## src/design/fmpr_pkg.sv

```systemverilog
package fmpr_pkg;

   localparam int QUEUE_DEPTH  = 16;
   localparam int PAYLOAD_BITS = 32;
   localparam int PRIO_BITS    = 9;
   localparam int IDX_BITS     = $clog2(QUEUE_DEPTH);
   localparam int COUNT_BITS   = $clog2(QUEUE_DEPTH + 1);
   localparam int OP_BITS      = 2;

   // Stream bus widths, rounded up to whole bytes.
   localparam int IN_BITS  = ((PAYLOAD_BITS + PRIO_BITS + 7) / 8) * 8;
   localparam int OUT_RAW  = PAYLOAD_BITS + PRIO_BITS + COUNT_BITS + 2;
   localparam int OUT_BITS = ((OUT_RAW + 7) / 8) * 8;

   localparam logic [OP_BITS-1:0] OP_ENQUEUE = 2'd0;
   localparam logic [OP_BITS-1:0] OP_DEQUEUE = 2'd1;
   localparam logic [OP_BITS-1:0] OP_EXTRACT = 2'd2;
   localparam logic [OP_BITS-1:0] OP_CLEAR   = 2'd3;

   // One stored queue entry.
   typedef struct packed {
      logic [PRIO_BITS-1:0]    prio;
      logic [PAYLOAD_BITS-1:0] pay;
   } entry_type;

   // One operation handed to the core.
   typedef struct packed {
      logic [OP_BITS-1:0] op;
      entry_type          entry;
   } cmd_type;

   // One finished result handed back by the core.
   typedef struct packed {
      logic                  removed_valid;
      entry_type             removed;
      logic [COUNT_BITS-1:0] occupancy;
      logic                  is_empty;
      logic                  rejected_full;
   } result_type;

endpackage

```

## src/design/fmpr_core.sv

```systemverilog
module fmpr_core
   import fmpr_pkg::*;
(
   input  logic       clock,
   input  logic       reset,
   input  logic       cmd_valid,
   output logic       cmd_ready,
   input  cmd_type    cmd,
   output logic       res_valid,
   input  logic       res_ready,
   output result_type res
);

   localparam logic [1:0] S_IDLE  = 2'd0;
   localparam logic [1:0] S_SCAN  = 2'd1;
   localparam logic [1:0] S_SHIFT = 2'd2;
   localparam logic [1:0] S_DONE  = 2'd3;

   entry_type mem [QUEUE_DEPTH];

   logic [1:0]            state_ff,    state_in;
   logic [COUNT_BITS-1:0] count_ff,    count_in;
   logic [COUNT_BITS-1:0] scan_end_ff, scan_end_in;
   logic [COUNT_BITS-1:0] issue_ff,    issue_in;
   logic                  rd_vld_ff,   rd_vld_in;
   logic [IDX_BITS-1:0]   rd_idx_ff,   rd_idx_in;
   entry_type             rd_data_ff;
   logic [IDX_BITS-1:0]   best_idx_ff, best_idx_in;
   entry_type             best_ff,     best_in;
   result_type            res_ff,      res_in;

   logic                  wr_en;
   logic [IDX_BITS-1:0]   wr_addr;
   entry_type             wr_data;
   logic [COUNT_BITS-1:0] count_dec;

   assign cmd_ready = (state_ff == S_IDLE);
   assign res_valid = (state_ff == S_DONE);
   assign res       = res_ff;
   assign count_dec = count_ff - 1'b1;

   always_comb begin
      state_in    = state_ff;
      count_in    = count_ff;
      scan_end_in = scan_end_ff;
      issue_in    = issue_ff;
      rd_vld_in   = 1'b0;
      rd_idx_in   = rd_idx_ff;
      best_idx_in = best_idx_ff;
      best_in     = best_ff;
      res_in      = res_ff;
      wr_en       = 1'b0;
      wr_addr     = count_ff[IDX_BITS-1:0];
      wr_data     = cmd.entry;

      case (state_ff)
         S_IDLE: begin
            if (cmd_valid) begin
               res_in = '0;
               case (cmd.op)
                  OP_ENQUEUE: begin
                     if (count_ff == COUNT_BITS'(QUEUE_DEPTH)) begin
                        res_in.rejected_full = 1'b1;
                     end else begin
                        wr_en    = 1'b1;
                        count_in = count_ff + 1'b1;
                     end
                     res_in.occupancy = count_in;
                     res_in.is_empty  = (count_in == '0);
                     state_in         = S_DONE;
                  end
                  OP_CLEAR: begin
                     count_in        = '0;
                     res_in.is_empty = 1'b1;
                     state_in        = S_DONE;
                  end
                  default: begin
                     // Dequeue looks at the front entry only; extract scans them all.
                     if (count_ff == '0) begin
                        res_in.is_empty = 1'b1;
                        state_in        = S_DONE;
                     end else begin
                        scan_end_in = (cmd.op == OP_EXTRACT) ? count_ff : COUNT_BITS'(1);
                        issue_in    = '0;
                        state_in    = S_SCAN;
                     end
                  end
               endcase
            end
         end

         S_SCAN: begin
            if (issue_ff < scan_end_ff) begin
               rd_vld_in = 1'b1;
               rd_idx_in = issue_ff[IDX_BITS-1:0];
               issue_in  = issue_ff + 1'b1;
            end
            if (rd_vld_ff) begin
               // Strictly greater keeps the earliest entry on a tie.
               if (rd_idx_ff == '0 || rd_data_ff.prio > best_ff.prio) begin
                  best_in     = rd_data_ff;
                  best_idx_in = rd_idx_ff;
               end
               if (COUNT_BITS'(rd_idx_ff) == scan_end_ff - 1'b1) begin
                  rd_vld_in = 1'b0;
                  issue_in  = COUNT_BITS'(best_idx_in) + 1'b1;
                  state_in  = S_SHIFT;
               end
            end
         end

         S_SHIFT: begin
            if (issue_ff < count_ff) begin
               rd_vld_in = 1'b1;
               rd_idx_in = issue_ff[IDX_BITS-1:0];
               issue_in  = issue_ff + 1'b1;
            end
            if (rd_vld_ff) begin
               wr_en   = 1'b1;
               wr_addr = IDX_BITS'(rd_idx_ff - 1'b1);
               wr_data = rd_data_ff;
            end
            if (issue_ff >= count_ff && !rd_vld_ff) begin
               count_in             = count_dec;
               res_in.removed_valid = 1'b1;
               res_in.removed       = best_ff;
               res_in.occupancy     = count_dec;
               res_in.is_empty      = (count_dec == '0);
               res_in.rejected_full = 1'b0;
               state_in             = S_DONE;
            end
         end

         default: begin
            if (res_ready) begin
               state_in = S_IDLE;
            end
         end
      endcase
   end

   always_ff @(posedge clock) begin
      if (wr_en) begin
         mem[wr_addr] <= wr_data;
      end
      rd_data_ff <= mem[rd_idx_in];
   end

   always_ff @(posedge clock) begin
      if (reset) begin
         state_ff  <= S_IDLE;
         count_ff  <= '0;
         rd_vld_ff <= 1'b0;
      end else begin
         state_ff  <= state_in;
         count_ff  <= count_in;
         rd_vld_ff <= rd_vld_in;
      end
   end

   always_ff @(posedge clock) begin
      scan_end_ff <= scan_end_in;
      issue_ff    <= issue_in;
      rd_idx_ff   <= rd_idx_in;
      best_idx_ff <= best_idx_in;
      best_ff     <= best_in;
      res_ff      <= res_in;
   end

endmodule

```

## src/design/fifo_with_max_priority_removal.sv

```systemverilog
// Channel   Direction  Handshake              Contents
// req_      in         req_tvalid/req_tready  one queue operation per transaction
// rsp_      out        rsp_tvalid/rsp_tready  one result per operation
//
// Enqueue, clear and a removal from an empty queue go from acceptance straight
// to the core's result register and from there into the output register; the
// core accepts the next operation once that result has been handed over.
// Dequeue and extract sweep the single read port of the entry memory once to
// find the maximum and once more to close up the entries behind the removed
// one; dequeue reads only the front entry in the first sweep and so closes up
// the whole queue in the second.
// Reset empties the queue at once; the entry memory itself is not cleared.
// The result sits in an output register, so a new operation is accepted
// while an earlier result still waits for rsp_tready; the core stalls only
// when a second result is ready before the first one has drained.
module fifo_with_max_priority_removal
   import fmpr_pkg::*;
(
   input  logic                    clock,
   input  logic                    reset,
   input  logic                    req_tvalid,
   output logic                    req_tready,
   // [31:0] entry_payload, [40:32] entry_priority, upper bits zero.
   input  logic [IN_BITS-1:0]      req_tdata,
   // [1:0] opcode.
   input  logic [OP_BITS-1:0]      req_tuser,
   output logic                    rsp_tvalid,
   input  logic                    rsp_tready,
   // [31:0] removed_payload, [40:32] removed_priority, [45:41] occupancy,
   // [46] is_empty, [47] rejected_full.
   output logic [OUT_BITS-1:0]     rsp_tdata,
   // [0] removed_valid.
   output logic                    rsp_tuser
);

   cmd_type    cmd;
   logic       core_ready;
   logic       res_valid;
   logic       res_ready;
   result_type res;

   logic       rsp_valid_ff, rsp_valid_in;
   result_type rsp_ff;

   // The operation is decoded straight from the request bus.
   assign cmd.op          = req_tuser;
   assign cmd.entry.pay   = req_tdata[PAYLOAD_BITS-1:0];
   assign cmd.entry.prio  = req_tdata[PAYLOAD_BITS +: PRIO_BITS];
   assign req_tready      = core_ready;

   fmpr_core u_core (
      .clock     (clock),
      .reset     (reset),
      .cmd_valid (req_tvalid),
      .cmd_ready (core_ready),
      .cmd       (cmd),
      .res_valid (res_valid),
      .res_ready (res_ready),
      .res       (res)
   );

   // The output register takes a new result when it is empty or being drained.
   assign res_ready = !rsp_valid_ff || rsp_tready;

   always_comb begin
      rsp_valid_in = rsp_valid_ff;
      if (res_valid && res_ready) begin
         rsp_valid_in = 1'b1;
      end else if (rsp_tready) begin
         rsp_valid_in = 1'b0;
      end
   end

   always_ff @(posedge clock) begin
      if (reset) begin
         rsp_valid_ff <= 1'b0;
      end else begin
         rsp_valid_ff <= rsp_valid_in;
      end
   end

   always_ff @(posedge clock) begin
      if (res_valid && res_ready) begin
         rsp_ff <= res;
      end
   end

   assign rsp_tvalid = rsp_valid_ff;
   assign rsp_tuser  = rsp_ff.removed_valid;
   assign rsp_tdata  = OUT_BITS'({rsp_ff.rejected_full,
                                  rsp_ff.is_empty,
                                  rsp_ff.occupancy,
                                  rsp_ff.removed.prio,
                                  rsp_ff.removed.pay});

endmodule
```

## config.mk

```make
export PLATFORM = sky130hd
export DESIGN_NAME = fifo_with_max_priority_removal
export DESIGN_NICKNAME = d
export VERILOG_FILES = /design/src/design/fmpr_pkg.sv /design/src/design/fmpr_core.sv /design/src/design/fifo_with_max_priority_removal.sv
export SDC_FILE = /design/constraint.sdc
export NUM_CORES = 1
export LEC_CHECK = 0
export BUFFER_PORTS_ARGS = -buffer_cell sky130_fd_sc_hd__clkbuf_2
export CAP_MARGIN = 20
export CORE_ASPECT_RATIO = 1.25
export CORE_MARGIN = 3
export CORE_UTILIZATION = 57
export CTS_BUF_LIST = sky130_fd_sc_hd__clkbuf_8
export CTS_CLUSTER_SIZE = 16
export DETAILED_ROUTE_END_ITERATION = 8
export GPL_TIMING_DRIVEN = 0
export PLACE_DENSITY = 0.74
export REMOVE_ABC_BUFFERS = 1
export SLEW_MARGIN = 20
export SYNTH_ARGS = -nofsm -noshare
export SYNTH_HDL_FRONTEND = slang
export SYNTH_SLANG_ARGS = --single-unit
```

## constraint.sdc

```tcl
create_clock -name clock -period 5.2 [get_ports clock]
set_input_delay 0.52 -clock clock [delete_from_list [all_inputs] [get_ports clock]]
set_output_delay 0.52 -clock clock [all_outputs]
set_load 0.05 [all_outputs]
```

* After elaboration in Yosys (flattened, before gate mapping) *
Memory sizes are Yosys's and may differ from the RTL's. A register that Yosys moved wholly into a read port is not among the register bits.
Index checks and enable logic that the tools add are counted.

word-level totals
  register bits = 166
  bits in writable memories = 656
  input port bits = 54
  output and inout port bits = 51
  word-level logic and storage cells = 130
  memories = 1

operators by class
  add/subtract/negate cells = 6
  order comparisons = 4
  equal/unequal tests = 15
  mux-type cells = 56
  bitwise operators = 2
  reduce and logical (&&, ||, !) cells = 24

memories
  memory      words  width  rd ports  clocked after memory_dff  write ports  line             RTL
  u_core.mem  16     41     1         1                         1            fmpr_core.sv:19  entry_type mem [QUEUE_DEPTH];

operators by type and width
  operator             count
  $mux 49              2
  $pmux 49 s2          1
  $mux 41              2
  $mux 5               14
  $mux 4               7
  $pmux 5 s2           2
  $logic_not 5->1      3
  $mux 1               15
  $pmux 5 s3           1
  $mux 2               7
  $add 5x1->5 const B  2
  $lt 5x5->1           2
  $reduce_and 5->1     2
  $sub 5x1->5 const B  2
  $gt 9x9->1           1
  $eq 2x2->1 const B   4
  $ne 2x1->1 const B   4
  $pmux 4 s2           1
  $reduce_and 4->1     2
  $ne 2x2->1 const B   3
  $pmux 1 s2           3
  $pmux 2 s3           1
  $reduce_and 3->1     2
  $add 4x1->5 const B  1
  17 further kinds     23

* Longest topological paths before layout *
Gate-level depths: netlist of run 1.

  word-level depth = 9
  depth in mapped cells = 15
  gate-level depth less buffers = 13

* Modules after synthesis *
Synthesis of run 1 repeated with hierarchy kept, for this count alone.

unflattened totals
  cells, all modules = 1910
  area, all modules = 33429.6 um2

by module, submodules not included
  module                          instances  cells each  area each (um2)  sequential area each (um2)
  fmpr_core                       1          1856        31903.1          23882.9
  fifo_with_max_priority_removal  1          54          1526.5           1491.4

* Least setup slack after synthesis of run 1 *
No wires, ideal clock.

  path kind = reg-to-reg
  start point = reg u_core.count_ff[0]
  end point = mem u_core.mem[5][0] (netlist name), enable pin
  setup time = 0.439 ns
  arrival time = 3.788 ns
  required time = 4.761 ns
  setup slack = 0.973 ns
  stages on the path, launching flop included = 9
  buffers on the path = 1
  period minus slack after synthesis = 4.227 ns
  path through = dfxtp_1 -> clkbuf_1 -> inv_1 -> ha_1 -> nand3_1 -> nand2_1 -> nor3_1 -> a32oi_1 -> nor2_1

on the way
  word-level cells in the longest chain between the ends = 7
  elaborated cells on any way between the ends = 9
  classes of those cells = 1 x eq/ne; 8 x mux

ends and longest elaborated chain
  what                          line              RTL
  start, declared               fmpr_core.sv:22   logic [COUNT_BITS-1:0] count_ff, count_in;
  start signal, assigned        fmpr_core.sv:156  count_ff <= count_in;
  $eq 5x5->1                    fmpr_core.sv:62   if (count_ff == COUNT_BITS'(QUEUE_DEPTH)) begin
  $mux 1                        fmpr_core.sv:62
  $mux 1                        fmpr_core.sv:60   case (cmd.op)
  $mux 1                        fmpr_core.sv:58   if (cmd_valid) begin
  $pmux 1 s2                    fmpr_core.sv:56   case (state_ff)
  $mux 1                        fmpr_core.sv:143  if (wr_en) begin
  $mux 1 (not written as such)  fmpr_core.sv:144  mem[wr_addr] <= wr_data;
  end, declared                 fmpr_core.sv:19

Several ways; a longest one is shown, not always the timed one.

* Worst setup path after layout of run 1 *
  start point = reg u_core.count_ff[3]
  end point = reg, netlist name u_core.rd_data_ff[16]

on the way
  word-level cells in the longest chain between the ends = 3

ends and longest elaborated chain
  what        line              RTL
  $lt 5x5->1  fmpr_core.sv:113  if (issue_ff < count_ff) begin
  $mux 4      fmpr_core.sv:113
  $pmux 4 s2  fmpr_core.sv:56

No other way between the ends.
A chain may end at the register's enable or synchronous reset.

==> reports/summary.txt, run 1 <==
Status -> finished clean
VDD IR max -> 322 uV
Final instance area -> 39,800 um^2
CTS tree -> yes
Root buf cell -> clkbuf_8
Area growth syn-to-layout -> 14.4%
All-Layer GR Usage -> 26.5%
Layout Nets -> 2,396
Layout cells sized above 1 -> 25.5%
Post-DRT Antenna Nets -> 0
Worst rel slew slack -> 24.6%
GR Util met1 -> 34.2%
GRT busiest layer -> met2
# resized after CTS -> 0
CP Launch Type -> flop
Row count -> 100
Starting DRC count in detailed routing -> 2,095
Final period util -> 94.9%
Worst-path clk slew -> 70 ps
Initial antenna violation count -> 2
Pleak -> 13.9 nW
Clock buffer depth -> 3
Clk sinks -> 863
Die area -> 64,000 um^2
Initial Util -> 58.0%
Vias -> 20,395
I/O pin total -> 105
Routed WL per cell -> 26.3 um
I/O Buffers -> 97
H-tree levels -> 4
DR vias/cell -> 6.42
Vias in the first global route -> 21,017
Seq/Total Area, Yosys -> 73.0%
Max-slew violation count -> 0
Fin. Hold Viols -> 0
PwrDens -> 488 nW/um^2
Setup violators final -> 0
RSZ-0062 raised after global routing -> false
Pre-Repair DR Iteration Count -> 8
Routability Congestion -> 0.853
Critical Path RT -> 5850 ps
Post-synth EDFFs -> 809
Max-cap violations -> 0
Pin count of the biggest net entering global routing -> 77
Post-Synthesis Cells -> 2,149
Total congestion overflow -> 0
Met2 GRT Util -> 43.0%
Inserted Clock Buffers -> 130
Die X -> 227 um
Core area -> 59,900 um^2
Worst clock skew -> 26.7 ps
Drt drc -> 0
Hold Path Class -> input pin to flop
Reg2reg start -> u_core.count_ff[3]
CP Data Arrival Time -> 5580 ps
Hold Startpoint -> reset
First-pass GRT wire length -> 125,000 um
Ys async rst share -> 0%
Worst-Skew Late Latency -> 780 ps
FILL cells -> 3,825
Synth unique cells -> 77
Worst setup path start -> u_core.count_ff[3]
Setup ws final -> 267 ps
Avg Inst Size Synth -> 16.2 um^2
Measured slew at the worst slew-check pin -> 1130 ps
Met3 GRT Util -> 5.50%
Crit end category -> flop
FMAX -> 203 MHz
Cts hold-fix bufs -> 0
Min Tclk post-route -> 4930 ps
Synthesized area -> 34,800 um^2
Die height -> 282 um
Setup CP Type -> flop to flop
Drt total wl -> 83,600 um
Seq cells post-synth -> 863
Top FF cell, synth -> edfxtp_1
Area post-placement -> 37,400 um^2
Setup bufs post-CTS -> 0
Yosys warnings -> 0
Pre-CTS setup slack -> 365 ps
CP max FO -> 60
HPWL after DPL -> 50,400 um
-- per-stage QoR --
stage               TNS (ps)  total power [W]  hold slack, ps  instances  utilization [%]
detailed placement         0           0.0144             405       2943             62.3
global route               0           0.0202            53.1       3179             66.3
finish                     0           0.0194             100       3179             66.3
CTS                        0           0.0195            36.1       3178             66.3
floorplan            -253790           0.0125             400       2014                -
global placement    -3888570           0.0142             400       2876             59.3
-- flip-flops by register name, summed over array words and instances, names as in the netlist --
| name | cells |
|---|---|
| u_core.rd_data_ff | 41 |
| u_core.best_idx_ff | 4 |
| rsp_tdata | 48 |
| rsp_tvalid | 1 |
| u_core.count_ff | 5 |
| u_core.mem | 656 |
| u_core.rd_vld_ff | 1 |
| u_core.rd_idx_ff | 4 |
| u_core.issue_ff | 5 |
| rsp_tuser | 1 |
| u_core.state_ff | 2 |
| u_core.res | 49 |
| u_core.best_ff | 41 |
| u_core.scan_end_ff | 5 |
-- layout by cell type (no fill, tap or decap), drive strengths merged, types with 7 or more instances in the layout --
master	netlist	layout
inv	36	92
o21bai	33	33
a211oi	76	76
clkinv	1	28
mux2i	39	39
nand3	69	69
a21o	7	7
and2	47	47
nand4	18	18
a32o	33	33
a311oi	17	17
ha	32	32
nor2	54	54
nor2b	7	7
dfxtp	54	54
nor4b	33	33
mux2	175	175
nor3	10	10
o21ai	79	79
a21oi	29	29
o211ai	10	10
and3	75	75
clkbuf	73	243
edfxtp	809	809
nand2	114	114
xnor2	8	8
a32oi	16	16
buf	62	67
o22ai	68	68
a31oi	12	12
-- worst max-delay path, stage by stage, from the launching register on --
cell and delay (ps):
dfxtp_1 560, inv_1 200, ha_1 330, and3_1 190, o21ai_1 190, and4_1 320, o21ai_2 470, and2_4 510
buf_12 310, inv_4 380, and2_2 490, buf_12 250, a32o_1 240, nor4b_2 350
-- path summary, 6_finish.rpt --
kind	to	slack (ps)	cells past startpoint
setup / recovery	u_core.rd_data_ff[16]	270	13
hold / removal	u_core.rd_vld_ff	100	2
setup reg to reg	u_core.rd_data_ff[16]	270	13
hold reg to reg	rsp_tdata[43]	410	0
-- area by class of cell --
class	instances	area (um^2)	share of cell area [%]
inverter	37	149	0.374
clock buffer	146	2010	5.05
antenna	1	2.50	0.00629
sequential	863	25400	63.8
multi-input combinational	1114	8820	22.2
tap	765	957	2.41
timing repair buffer	164	2060	5.18
clock inverter	89	395	0.994
-- layer usage --
metal	routed length, um	part of all wire (%)
met1	32100	38
met2	41200	49
met3	6610	7.9
met4	3650	4.4
met5	0	0
-- where the power goes --
group	internal, W	total (W)	leakage (nW)	switching (W)
Combinational	0.00206	0.00549	4.68	0.00344
Clock	0.00258	0.00509	1.41	0.00251
Sequential	0.00848	0.00882	7.80	0.000344
Total	0.0131	0.0194	13.9	0.00629
-- cells by family (layout without fill, tap and decap cells) --
kind of cell | after synthesis | in the layout | synth area share, %
DFF | 863 | 863 | 73.0
and+or+nand+nor | 442 | 442 | 7.40
AOI/OAI and AO/OA | 414 | 414 | 9.06
muxes | 215 | 215 | 6.86
buffers and inverters | 172 | 436 | 2.29
adders and majority gates | 32 | 32 | 1.15
xor gates and xnor gates | 11 | 11 | 0.277
other | 0 | 1 | 0
-- synth_stat cells, drive strengths merged, types with 4 or more instances --
cell type,n,area [um^2]
a211oi,76,571
a21o,7,52.6
a21oi,29,153
a311oi,17,149
a31oi,12,75.1
a32o,33,330
a32oi,16,140
and2,47,294
and3,75,469
buf,62,382
clkbuf,73,274
dfxtp,54,1080
edfxtp,809,24300
ha,32,400
inv,36,135
mux2,175,1970
mux2i,39,390
nand2,114,433
nand3,69,345
nand4,18,113
nor2,54,208
nor2b,7,51.3
nor3,10,66.3
nor4b,33,477
o211ai,10,80.1
o21a,6,45.0
o21ai,79,422
o21bai,33,248
o22ai,68,613
o31ai,4,30.0
xnor2,8,70.1
(Power assumes the default switching activity.)
==> run 2: changes to the inputs <==
--- a/config.mk
+++ b/config.mk
@@ -14,7 +14,7 @@
 export CTS_CLUSTER_SIZE = 16
 export DETAILED_ROUTE_END_ITERATION = 8
 export GPL_TIMING_DRIVEN = 0
-export PLACE_DENSITY = 0.74
+export PLACE_DENSITY_LB_ADDON = 0.12
 export REMOVE_ABC_BUFFERS = 1
 export SLEW_MARGIN = 20
 export SYNTH_ARGS = -nofsm -noshare
==> run 2 against run 1 <==
Net effect:
- global-route usage increased by 0.38 points
- worst hold slack worse by 23 ps
- sequential share of layout area fell by 0.64 points
- clock skew up 7.5 ps
- sequential cell count stayed put
- final cell count up 0.57%
- register-to-register slack lost 40 ps
- routed wire length is 1.4% higher
- critical endpoint is now u_core.rd_data_ff[30]
- highest routed layer unchanged
==> reports/summary.txt, run 2 (synthesis results as in run 1) <==
CP Launch Type -> flop (unchanged)
Worst-Skew Late Latency -> 790 ps (was 780 ps)
Post-DRT Antenna Nets -> 0 (unchanged)
Setup CP Type -> flop to flop (unchanged)
Worst clock skew -> 34.1 ps (was 26.7 ps)
Final Instance Count excl. Fillers -> 3,197 (was 3,179)
Drt total wl -> 84,700 um (was 83,600 um)
Inst Count DP -> 2,952 (was 2,943)
Die height -> 282 um (unchanged)
Measured slew at the worst slew-check pin -> 1130 ps (about the same)
I/O Buffers -> 97 (unchanged)
Die area -> 64,000 um^2 (unchanged)
Hold_ws -> 77.3 ps (was 100 ps)
VDD IR max -> 259 uV (was 322 uV)
Inserted Clock Buffers -> 133 (was 130)
Routed WL per cell -> 26.5 um (was 26.3 um)
Max-slew violation count -> 0 (unchanged)
H-tree levels -> 4 (unchanged)
Crit end category -> flop (unchanged)
Setup violators final -> 0 (unchanged)
I/O pin total -> 105 (unchanged)
Drt drc -> 0 (unchanged)
Die X -> 227 um (unchanged)
Pleak -> 14.1 nW (was 13.9 nW)
First-pass GRT wire length -> 126,000 um (was 125,000 um)
Clock buffer depth -> 3 (unchanged)
Row count -> 100 (unchanged)
Total congestion overflow -> 0 (unchanged)
Fin. Hold Viols -> 0 (unchanged)
Worst rel slew slack -> 24.4% (was 24.6%)
Status -> finished clean (unchanged)
Pre-Repair DR Iteration Count -> 7 (was 8)
RSZ-0062 raised after global routing -> false (unchanged)
Vias in the first global route -> 20,659 (was 21,017)
DR vias/cell -> 6.35 (was 6.42)
PwrDens -> 490 nW/um^2 (was 488 nW/um^2)
FILL cells -> 4,059 (was 3,825)
Root buf cell -> clkbuf_8 (unchanged)
Area of the multi-input gates -> 8820 um^2 (unchanged)
Cts hold-fix bufs -> 0 (unchanged)
Critical Path RT -> 5820 ps (was 5850 ps)
Initial antenna violation count -> 1 (was 2)
Initial Util -> 58.0% (unchanged)
All-Layer GR Usage -> 26.9% (was 26.5%)
FMAX -> 201 MHz (was 203 MHz)
Util after Layout -> 67.0% (was 66.3%)
Worst-path clk slew -> 60 ps (was 70 ps)
Starting DRC count in detailed routing -> 1,833 (was 2,095)
Hold Path Class -> input pin to flop (unchanged)
Vias -> 20,298 (was 20,395)
Commonest cells after routing, fill and taps aside -> 809 x edfxtp_1, 175 x mux2_2, 153 x clkbuf_8, 109 x nand2_1, 97 x clkbuf_2 (was 809 x edfxtp_1, 175 x mux2_2, 146 x clkbuf_8, 109 x nand2_1, 97 x clkbuf_2)
Area growth syn-to-layout -> 15.5% (was 14.4%)
Core area -> 59,900 um^2 (unchanged)
CP Data Arrival Time -> 5590 ps (was 5580 ps)
Pin count of the biggest net entering global routing -> 65 (was 77)
# resized after CTS -> 0 (unchanged)
Setup bufs post-CTS -> 0 (unchanged)
Commonest non-fill, non-tap cell in the layout -> edfxtp_1 (unchanged)
Final period util -> 95.6% (was 94.9%)
Routability Congestion -> 0.848 (was 0.853)
CP max FO -> 17 (was 60)
Reg area -> 25,400 um^2 (unchanged)
Layout Nets -> 2,408 (was 2,396)
Layout cells sized above 1 -> 25.8% (was 25.5%)
Min Tclk post-route -> 4970 ps (was 4930 ps)
Clk sinks -> 863 (unchanged)
Largest register by flop count -> u_core.mem (unchanged)
Max-cap violations -> 0 (unchanged)
CTS tree -> yes (unchanged)
Largest register FFs -> 656 (unchanged)
HPWL after DPL -> 52,700 um (was 50,400 um)
-- run 2: cell count changes in the layout (fill, tap and decap cells not counted), sizes merged --
cell / delta
buf: +9
bufinv: +1
clkbuf: +7
clkinv: -6
clkinvlp: -2
inv: +9
-- run 2: report_power, final --
part	total [W]	leakage (nW)	switching [W]	internal [W]
clock	0.00529	1.51	0.00256	0.00274
combinational	0.00556	4.80	0.00345	0.00211
sequential	0.00881	7.80	0.000332	0.00848
-- run 2: critical path, cell delays in order, from the launching register on --
cell and delay, ps:
dfxtp_1 550, inv_1 240, ha_1 340, nor2b_1 130, o21ai_1 410, a21oi_2 240
o21ai_0 270, and2_1 590, clkinv_1 760, nand2_1 610, o211ai_1 190, a311oi_1 460
-- run 2: final timing paths --
path,from,to,slack (ps),depth (start not counted)
hold reg to reg,u_core.res[17],rsp_tdata[10],420,0
setup reg to reg,u_core.count_ff[1],u_core.rd_data_ff[30],230,11
setup / recovery,u_core.count_ff[1],u_core.rd_data_ff[30],230,11
hold / removal,rsp_tready,rsp_tvalid,80,3
-- run 2: cell type report --
cell class	instances	area share, %
clock inverters	91	1.03
clock buffers	153	5.24
inverters	37	0.371
repair buffers	173	5.84
diodes	1	0.00623
flip-flops and latches	863	63.2
multi-input cells	1114	22.0
well taps	765	2.38
-- run 2: per-layer routing --
metal | share of wire [%] | global-route usage, % | up-vias
met5 | 0 | 0 | -
met4 | 4.0 | 11.8 | 0
met3 | 6.7 | 5.21 | 223
met2 | 49 | 44.0 | 885
met1 | 40 | 35.3 | 10316
li1 | - | - | 8874
-- run 2: through the flow --
step            TNS, ps  total power (W)  area (um^2)  setup slack (ps)
6_report              0           0.0197        40200               228
5_1_grt               0           0.0205        40200               119
4_1_cts               0           0.0198        40200               245
3_5_place_dp          0           0.0145        37600               284
3_3_place_gp   -3992670           0.0142        35600            -14190
2_1_floorplan   -253790           0.0125        34100             -6110
